File: config.mk
export PLATFORM = sky130hd
export DESIGN_NAME = sha1_message_hasher
export DESIGN_NICKNAME = d
export VERILOG_FILES = /design/src/sha1_pkg.sv /design/src/sha1_wcell.sv /design/src/sha1_round.sv /design/src/sha1_message_hasher.sv
export SDC_FILE = /design/constraint.sdc
export NUM_CORES = 2
export LEC_CHECK = 0
export BUFFER_PORTS_ARGS = -buffer_cell sky130_fd_sc_hd__buf_4
export CAP_MARGIN = 20
export CORE_MARGIN = 4
export CORE_UTILIZATION = 55
export CTS_CLUSTER_DIAMETER = 50
export DETAILED_ROUTE_END_ITERATION = 10
export PLACE_DENSITY = 0.71
export SYNTH_ARGS = -nofsm -noshare
export SYNTH_HDL_FRONTEND = slang
export SYNTH_HIERARCHICAL = 1
export SYNTH_SLANG_ARGS = --single-unit
File: constraint.sdc
create_clock -name clk -period 6.05 [get_ports clk]
set_input_delay 1.21 -clock clk [delete_from_list [all_inputs] [get_ports clk]]
set_output_delay 1.21 -clock clk [all_outputs]
set_load 0.03 [all_outputs]
File: src/sha1_pkg.sv
// Shared types and constants for the SHA-1 message hasher.
// No dependencies; imported by every module under src.
package sha1_pkg;

	typedef logic [31:0] word_t;

	localparam int unsigned NumChain = 5;
	localparam int unsigned NumSched = 16;
	localparam int unsigned NumRounds = 80;

	localparam word_t IV0 = 32'h6745_2301;
	localparam word_t IV1 = 32'hEFCD_AB89;
	localparam word_t IV2 = 32'h98BA_DCFE;
	localparam word_t IV3 = 32'h1032_5476;
	localparam word_t IV4 = 32'hC3D2_E1F0;

	localparam word_t K0 = 32'h5A82_7999;
	localparam word_t K1 = 32'h6ED9_EBA1;
	localparam word_t K2 = 32'h8F1B_BCDC;
	localparam word_t K3 = 32'hCA62_C1D6;

	localparam logic [7:0] PAD_MARK = 8'h80;
	localparam logic [5:0] LEN_POS = 6'd56;
	localparam logic [5:0] LAST_POS = 6'd63;
	localparam logic [6:0] LAST_RND = 7'd79;

	typedef enum logic [4:0] {
		S_IDLE  = 5'b00001,
		S_ROUND = 5'b00010,
		S_FOLD  = 5'b00100,
		S_PAD   = 5'b01000,
		S_EMIT  = 5'b10000
	} state_t;

	// schedule cell control
	typedef struct packed {
		logic shift_byte;
		logic shift_word;
	} wcell_ctl_t;

	// round unit control
	typedef struct packed {
		logic load;
		logic step;
		logic fold;
		logic init;
	} rnd_ctl_t;

endpackage

File: src/sha1_wcell.sv
// One 32-bit cell of the block / message schedule chain.
// Depends on sha1_pkg.
module sha1_wcell (
	input  logic               clk,
	input  sha1_pkg::wcell_ctl_t ctl,
	input  logic [7:0]         byte_in,
	input  sha1_pkg::word_t    word_in,
	output sha1_pkg::word_t    word_q
);
	import sha1_pkg::*;

	always_ff @(posedge clk) begin
		if (ctl.shift_word) begin
			word_q <= word_in;
		end else if (ctl.shift_byte) begin
			word_q <= {word_q[23:0], byte_in};
		end
	end

endmodule

File: src/sha1_round.sv
// SHA-1 round unit: working words a..e as a five-cell chain plus chaining words.
// Depends on sha1_pkg.
module sha1_round (
	input  logic               clk,
	input  logic               arst_n,
	input  sha1_pkg::rnd_ctl_t ctl,
	input  logic [6:0]         rnd,
	input  sha1_pkg::word_t    x,
	output sha1_pkg::word_t    chain_words [5]
);
	import sha1_pkg::*;

	word_t v_q [5];
	word_t h_q [5];
	word_t f;
	word_t k;
	word_t t;

	always_comb begin
		if (rnd < 7'd20) begin
			f = (v_q[1] & v_q[2]) | (~v_q[1] & v_q[3]);
			k = K0;
		end else if (rnd < 7'd40) begin
			f = v_q[1] ^ v_q[2] ^ v_q[3];
			k = K1;
		end else if (rnd < 7'd60) begin
			f = (v_q[1] & v_q[2]) | (v_q[1] & v_q[3]) | (v_q[2] & v_q[3]);
			k = K2;
		end else begin
			f = v_q[1] ^ v_q[2] ^ v_q[3];
			k = K3;
		end
		t = {v_q[0][26:0], v_q[0][31:27]} + f + v_q[4] + k + x;
	end

	always_ff @(posedge clk) begin
		if (ctl.load) begin
			for (int i = 0; i < NumChain; i++) begin
				v_q[i] <= h_q[i];
			end
		end else if (ctl.step) begin
			v_q[0] <= t;
			v_q[1] <= v_q[0];
			v_q[2] <= {v_q[1][1:0], v_q[1][31:2]};
			v_q[3] <= v_q[2];
			v_q[4] <= v_q[3];
		end
	end

	always_ff @(posedge clk or negedge arst_n) begin
		if (!arst_n) begin
			h_q[0] <= IV0;
			h_q[1] <= IV1;
			h_q[2] <= IV2;
			h_q[3] <= IV3;
			h_q[4] <= IV4;
		end else if (ctl.init) begin
			h_q[0] <= IV0;
			h_q[1] <= IV1;
			h_q[2] <= IV2;
			h_q[3] <= IV3;
			h_q[4] <= IV4;
		end else if (ctl.fold) begin
			for (int i = 0; i < NumChain; i++) begin
				h_q[i] <= h_q[i] + v_q[i];
			end
		end
	end

	assign chain_words = h_q;

endmodule

File: src/sha1_message_hasher.sv
// Top level of the SHA-1 message hasher: byte packing, padding, control, digest output.
// Depends on sha1_pkg, sha1_wcell, sha1_round.
//
//   channel  | handshake                   | payload
//   item     | item_valid / item_ready     | byte_valid, data_byte, end_of_message
//   digest   | digest_valid / digest_ready | digest_word, last_word
//
// A byte is shifted into the 16-cell schedule chain when taken; a full block then runs
// 80 rounds at one per cycle through the round unit, then one fold. Closing a message
// pushes pad and length bytes at one per cycle between block passes (up to two blocks),
// then loads five digest words into an output bank once the previous digest has left.
// Items are taken only in idle; a stalled digest bank holds up only the next closing.
// arst_n clears control and loads the initial chaining words; no clearing pass.
module sha1_message_hasher (
	input  logic        clk,
	input  logic        arst_n,
	input  logic        item_valid,
	output logic        item_ready,
	input  logic        byte_valid,
	input  logic [7:0]  data_byte,
	input  logic        end_of_message,
	output logic        digest_valid,
	input  logic        digest_ready,
	output logic [31:0] digest_word,
	output logic        last_word
);
	import sha1_pkg::*;

	state_t      state_q;
	logic [6:0]  rnd_q;
	logic [5:0]  pos_q;
	logic [60:0] count_q;
	logic [60:0] count_next;
	logic [63:0] len_q;
	logic        pad_q;
	logic        mark_q;
	logic        len_blk_q;
	logic        final_q;
	logic [2:0]  out_cnt_q;
	word_t       out_q [5];

	logic        accept;
	logic        push;
	logic [7:0]  push_byte;
	logic        len_push;
	wcell_ctl_t  wctl;
	rnd_ctl_t    rctl;
	word_t       sched [16];
	word_t       new_word;
	word_t       chain_words [5];
	logic        emit_load;

	assign item_ready = (state_q == S_IDLE);
	assign accept = item_valid && item_ready;
	assign count_next = count_q + 61'(byte_valid);
	assign len_push = mark_q && len_blk_q && (pos_q >= LEN_POS);
	assign emit_load = (state_q == S_EMIT) && (out_cnt_q == 3'd0);

	always_comb begin
		push = 1'b0;
		push_byte = 8'h00;
		if (accept && byte_valid) begin
			push = 1'b1;
			push_byte = data_byte;
		end else if (state_q == S_PAD) begin
			push = 1'b1;
			if (!mark_q) begin
				push_byte = PAD_MARK;
			end else if (len_push) begin
				push_byte = len_q[63:56];
			end
		end
	end

	always_comb begin
		wctl.shift_byte = push;
		wctl.shift_word = (state_q == S_ROUND);
		rctl.load = push && (pos_q == LAST_POS);
		rctl.step = (state_q == S_ROUND);
		rctl.fold = (state_q == S_FOLD);
		rctl.init = emit_load;
	end

	// schedule chain: cell i feeds cell i-1, the tail takes the new byte or word
	assign new_word = {sched[0][30:0] ^ sched[2][30:0] ^ sched[8][30:0] ^ sched[13][30:0],
		sched[0][31] ^ sched[2][31] ^ sched[8][31] ^ sched[13][31]};

	for (genvar i = 0; i < NumSched; i++) begin : g_cell
		if (i == NumSched - 1) begin : g_tail
			sha1_wcell u_cell (
				.clk     (clk),
				.ctl     (wctl),
				.byte_in (push_byte),
				.word_in (new_word),
				.word_q  (sched[i])
			);
		end else begin : g_body
			sha1_wcell u_cell (
				.clk     (clk),
				.ctl     (wctl),
				.byte_in (sched[i+1][31:24]),
				.word_in (sched[i+1]),
				.word_q  (sched[i])
			);
		end
	end

	sha1_round u_round (
		.clk         (clk),
		.arst_n      (arst_n),
		.ctl         (rctl),
		.rnd         (rnd_q),
		.x           (sched[0]),
		.chain_words (chain_words)
	);

	always_ff @(posedge clk or negedge arst_n) begin
		if (!arst_n) begin
			state_q <= S_IDLE;
			rnd_q <= '0;
			pos_q <= '0;
			count_q <= '0;
			len_q <= '0;
			pad_q <= 1'b0;
			mark_q <= 1'b0;
			len_blk_q <= 1'b0;
			final_q <= 1'b0;
		end else begin
			case (state_q)
				S_IDLE: begin
					if (accept) begin
						if (byte_valid) begin
							count_q <= count_next;
							pos_q <= pos_q + 6'd1;
						end
						if (end_of_message) begin
							len_q <= {count_next, 3'b000};
							pad_q <= 1'b1;
							mark_q <= 1'b0;
							len_blk_q <= 1'b0;
						end
						if (byte_valid && (pos_q == LAST_POS)) begin
							state_q <= S_ROUND;
							rnd_q <= '0;
							final_q <= 1'b0;
						end else if (end_of_message) begin
							state_q <= S_PAD;
						end
					end
				end
				S_PAD: begin
					pos_q <= pos_q + 6'd1;
					if (!mark_q) begin
						mark_q <= 1'b1;
						len_blk_q <= (pos_q < LEN_POS);
					end
					if (len_push) begin
						len_q <= {len_q[55:0], 8'h00};
					end
					if (pos_q == LAST_POS) begin
						state_q <= S_ROUND;
						rnd_q <= '0;
						final_q <= mark_q && len_blk_q;
					end
				end
				S_ROUND: begin
					rnd_q <= rnd_q + 7'd1;
					if (rnd_q == LAST_RND) begin
						state_q <= S_FOLD;
					end
				end
				S_FOLD: begin
					if (final_q) begin
						state_q <= S_EMIT;
					end else if (pad_q) begin
						state_q <= S_PAD;
						if (mark_q) begin
							len_blk_q <= 1'b1;
						end
					end else begin
						state_q <= S_IDLE;
					end
				end
				S_EMIT: begin
					if (emit_load) begin
						state_q <= S_IDLE;
						count_q <= '0;
						pad_q <= 1'b0;
						mark_q <= 1'b0;
						len_blk_q <= 1'b0;
						final_q <= 1'b0;
					end
				end
				default: begin
					state_q <= S_IDLE;
				end
			endcase
		end
	end

	// digest output bank, word 0 at the head
	always_ff @(posedge clk or negedge arst_n) begin
		if (!arst_n) begin
			out_cnt_q <= '0;
		end else if (emit_load) begin
			out_cnt_q <= 3'(NumChain);
		end else if (digest_valid && digest_ready) begin
			out_cnt_q <= out_cnt_q - 3'd1;
		end
	end

	always_ff @(posedge clk) begin
		if (emit_load) begin
			for (int i = 0; i < NumChain; i++) begin
				out_q[i] <= chain_words[i];
			end
		end else if (digest_valid && digest_ready) begin
			for (int i = 0; i < NumChain - 1; i++) begin
				out_q[i] <= out_q[i+1];
			end
		end
	end

	assign digest_valid = (out_cnt_q != 3'd0);
	assign digest_word = out_q[0];
	assign last_word = (out_cnt_q == 3'd1);

endmodule
==> run_results.csv <==
group,metric,value,unit
status,status,"finished, final reports clean",
power_and_ir_drop,swShare,0.227,
clocking,cts_buffers,142,
synthesis,syn_area,65700,µm²
synthesis,synth-seq-cells,1139,
timing,post-route-period-util,0.941,
synthesis,ys_seq_area_frac,0.498,
synthesis,yosysTopAreaCellShare,0.380,
placement,dpl_worst_slack,0.440,ns
synthesis,async_flop_share,0.270,
route,wire_per_inst,23.3,µm
power_and_ir_drop,power.density,253,nW/µm²
route,wl,165000,µm
timing,holdWs,0.478,ns
synthesis,syn_nets,5726,
floorplanning,die_area,125000,µm²
floorplanning,io_pins,49,
clocking,clkSinkCount,1139,
clocking,clock_latency,0.75,ns
final_layout,final_area,71600,µm²
worst_setup_path,critPathArrivalTime,6.17,ns
synthesis,synthAdderAreaFrac,0.0761,
timing,worstMarginPinSlew,1.17,ns
clocking,ctsHoldBuffers,0,
route,vias,43100,
clocking,cts_tree,"built",
worst_setup_path,timing.rr.end,"u_round/v_q[0][29]",
synthesis,synth_common_cells,"edfxtp_1 (832), nand2_1 (631), mux2_4 (464)",
timing,finClkSkew,0.0349,ns
final_layout,synthToLayoutAreaGrowth,8.86,%
synthesis,synth_mux_area_frac,0.152,
timing,rsz0062_at_grt,"false",
route,firstDrtPassIters,6,
run,drv_cap,0,
final_layout,utilization,0.604,
synthesis,ys_top_cells_by_area,"edfxtp_1 (38%), mux2_4 (11%), dfrtp_1 (8.6%), fa_1 (3.8%), ha_1 (3.8%)",
timing,fin_ws,0.359,ns
final_layout,layout-drive-gt1-share,0.204,
timing,hold_violations,0,
hold_path,worstHoldStart,"len_q[55]",
synthesis,yosys.cell_count.top_type,"edfxtp_1",
timing,final.setup.tns,0,ns
synthesis,synth_top_area_cell,"edfxtp_1",
power_and_ir_drop,power_switching,4.11,mW
worst_setup_path,cp-end-kind,"flip-flop",
synthesis,syn_avg_cell_area,12.2,µm²
global_route,grt_max_degree,130,
final_layout,diodes,0,
worst_setup_path,reg2reg_depth,20,
clocking,htreeDepth,4,
synthesis,synth-simple-area-share,0.0930,
hold_path,hold_path_end,"len_q[55]",
synthesis,ys_warn_count,6,
timing,max_freq,0.176,GHz
synthesis,synth_ff_type,"edfxtp_1",
placement,post_dp_cell_area,66800,µm²
timing,drv_slew,0,
timing,finalCriticalPeriod,5.69,ns
global_route,grt_pass1_vias,41700,
route,vias_per_cell,6.08,
worst_setup_path,worstSetupPathType,"reg -> reg",
synthesis,synthDistinctLibCells,91,
timing,setup_viol,0,
hold_path,hold_path.class,"reg -> reg",
hold_path,hold_depth,2,
floorplanning,die_x,354,µm
worst_setup_path,r2r_slack,0.36,ns
floorplanning,core_area,118000,µm²
synthesis,synth-edff-count,832,
power_and_ir_drop,power.internal,14.0,mW
power_and_ir_drop,comb_power_share,0.045,
clocking,cts_buffer_depth,3,
worst_setup_path,r2r_start,"rnd_q[4]",
power_and_ir_drop,clkPwrFrac,0.472,
clocking,clkTransAtPathRegs,0.06,ns
synthesis,syn-instance-count,5387,
route,drt-initial-drc-count,4242,
floorplanning,fp-row-count,126,
timing,relSlewSlack,0.213,
route,ant_nets,0,
worst_setup_path,crit_path_start_kind,"flip-flop",
clocking,cts-root-buf,"clkbuf_16",
placement,gp_congestion,0.929,
global_route,antenna_found_initial,3,
floorplanning,die_y,354,µm
synthesis,synth-xor-area-share,0.0389,
synthesis,synth_top_family_by_area,"multiplexers",
power_and_ir_drop,p_leak,30.4,nW
power_and_ir_drop,peakVddDrop,0.000259,V
final_layout,fin_nets,5707,
worst_setup_path,cp.required,6.53,ns
global_route,overflow,0,
placement,hpwl,115000,µm
route,drc,0,
worst_setup_path,worstPathMaxFanout,13,
global_route,grt_pass1_wl,253000,µm
power_and_ir_drop,pwr-share-seq,0.483,
global_route,grt_usage,0.259,
floorplanning,initial_utilization,0.555,
synthesis,synth_compound_area_frac,0.0947,
placement,portBuffers,48,
## through the flow
stage | instances | power, mW
6_report | 7087 | 18.1
5_1_grt | 7087 | 18.7
2_1_floorplan | 5387 | 9.45
4_1_cts | 7080 | 18.3
3_5_place_dp | 6817 | 9.73
3_3_place_gp | 6816 | 9.71
## critical path: stages, from the launching register on
cell       delay (ns)
dfrtp_1          0.44
o21ai_0          0.14
and2_2           0.28
nor2_2           0.36
buf_4            0.31
a221oi_1         0.12
fa_1             0.50
inv_1            0.06
fa_1             0.47
ha_1             0.25
fa_1             0.42
a21o_1           0.20
a21oi_1          0.31
o21a_1           0.19
or2_1            0.15
o211a_1          0.22
o211ai_1         0.18
nand2_1          0.14
o211ai_1         0.15
o2111ai_1        0.20
or3b_1           0.35
## flip-flops by register name, summed over array words and instances, names as in the netlist, 3 cells and up
| register | count |
|---|---|
| state_q | 5 |
| len_q | 61 |
| u_round/v_q | 160 |
| g_cell.g_body.u_cell/word_q | 480 |
| g_cell.g_tail.u_cell/word_q | 32 |
| u_round/chain_words | 160 |
| out_cnt_q | 3 |
| count_q | 61 |
| out_q | 160 |
| rnd_q | 7 |
| pos_q | 6 |
## worst max path at each step
stage                      start            endpoint  slack [ns]  cells past startpoint
floorplan           digest_ready         out_q[0][0]        0.80                      4
global placement        rnd_q[4]  u_round/v_q[0][29]        0.49                     20
detailed placement      rnd_q[4]  u_round/v_q[0][29]        0.44                     20
CTS                     rnd_q[4]  u_round/v_q[0][29]        0.41                     20
global route            rnd_q[4]  u_round/v_q[0][29]        0.06                     20
finish                  rnd_q[4]  u_round/v_q[0][29]        0.36                     20
## cells in the final DEF, fill, tap and decap left out, types with 49 or more instances in the layout
| cell | Yosys | layout |
|---|---|---|
| edfxtp_1 | 832 | 832 |
| nand2_1 | 631 | 629 |
| mux2_4 | 464 | 464 |
| o21ai_0 | 309 | 309 |
| nor2_1 | 305 | 302 |
| inv_1 | 254 | 250 |
| dfrtp_1 | 226 | 226 |
| a21oi_1 | 225 | 225 |
| ha_1 | 200 | 200 |
| mux2_2 | 188 | 188 |
| xnor2_1 | 180 | 180 |
| clkbuf_16 | 0 | 144 |
| fa_1 | 125 | 125 |
| xor2_1 | 112 | 112 |
| buf_4 | 35 | 100 |
| mux2i_1 | 92 | 92 |
| dfstp_2 | 81 | 81 |
| a21o_1 | 79 | 79 |
| nor3_1 | 75 | 75 |
| nand3_1 | 74 | 74 |
| and3_1 | 52 | 52 |
| o31ai_1 | 49 | 49 |
## cell type report
type	count	area (µm²)
Fill cell	9135	46800
Sequential cell	1139	32800
Multi-Input combinational cell	3709	30000
Clock buffer	180	3790
Tap cell	1600	2000
Timing Repair Buffer	121	1130
Inverter	255	977
Clock inverter	83	927
## cell families after synthesis
kind of cell / Yosys count
mux: 744
buf+inv: 539
xor+xnor: 292
fa+ha+maj: 325
simple gates: 1360
compound gates: 988
flops: 1139
## power by group through the flow
stage	clock network (mW)	logic [mW]	registers [mW]
5_1_grt	9.05	0.878	8.76
2_1_floorplan	0	0.587	8.86
6_report	8.55	0.824	8.74
4_1_cts	8.71	0.837	8.75
3_5_place_dp	0	0.832	8.90
3_3_place_gp	0	0.819	8.89
## routing by layer
metal  part of all wire  wire [µm]  vias to the layer above  track usage
met5           0.000079         13                        -            0
met4              0.030       5020                        2       0.0816
met3              0.068      11300                      282       0.0398
met2               0.46      75500                     1550        0.402
met1               0.44      73500                    21700        0.376
li1                   -          -                    19500            -
## what timing repair did
item                                    CTS  global route
gates resized for setup                   0             2
setup buffers                             0             0
endpoints found under the setup margin    0             2
Note: power is estimated with default switching activity, not from simulation.
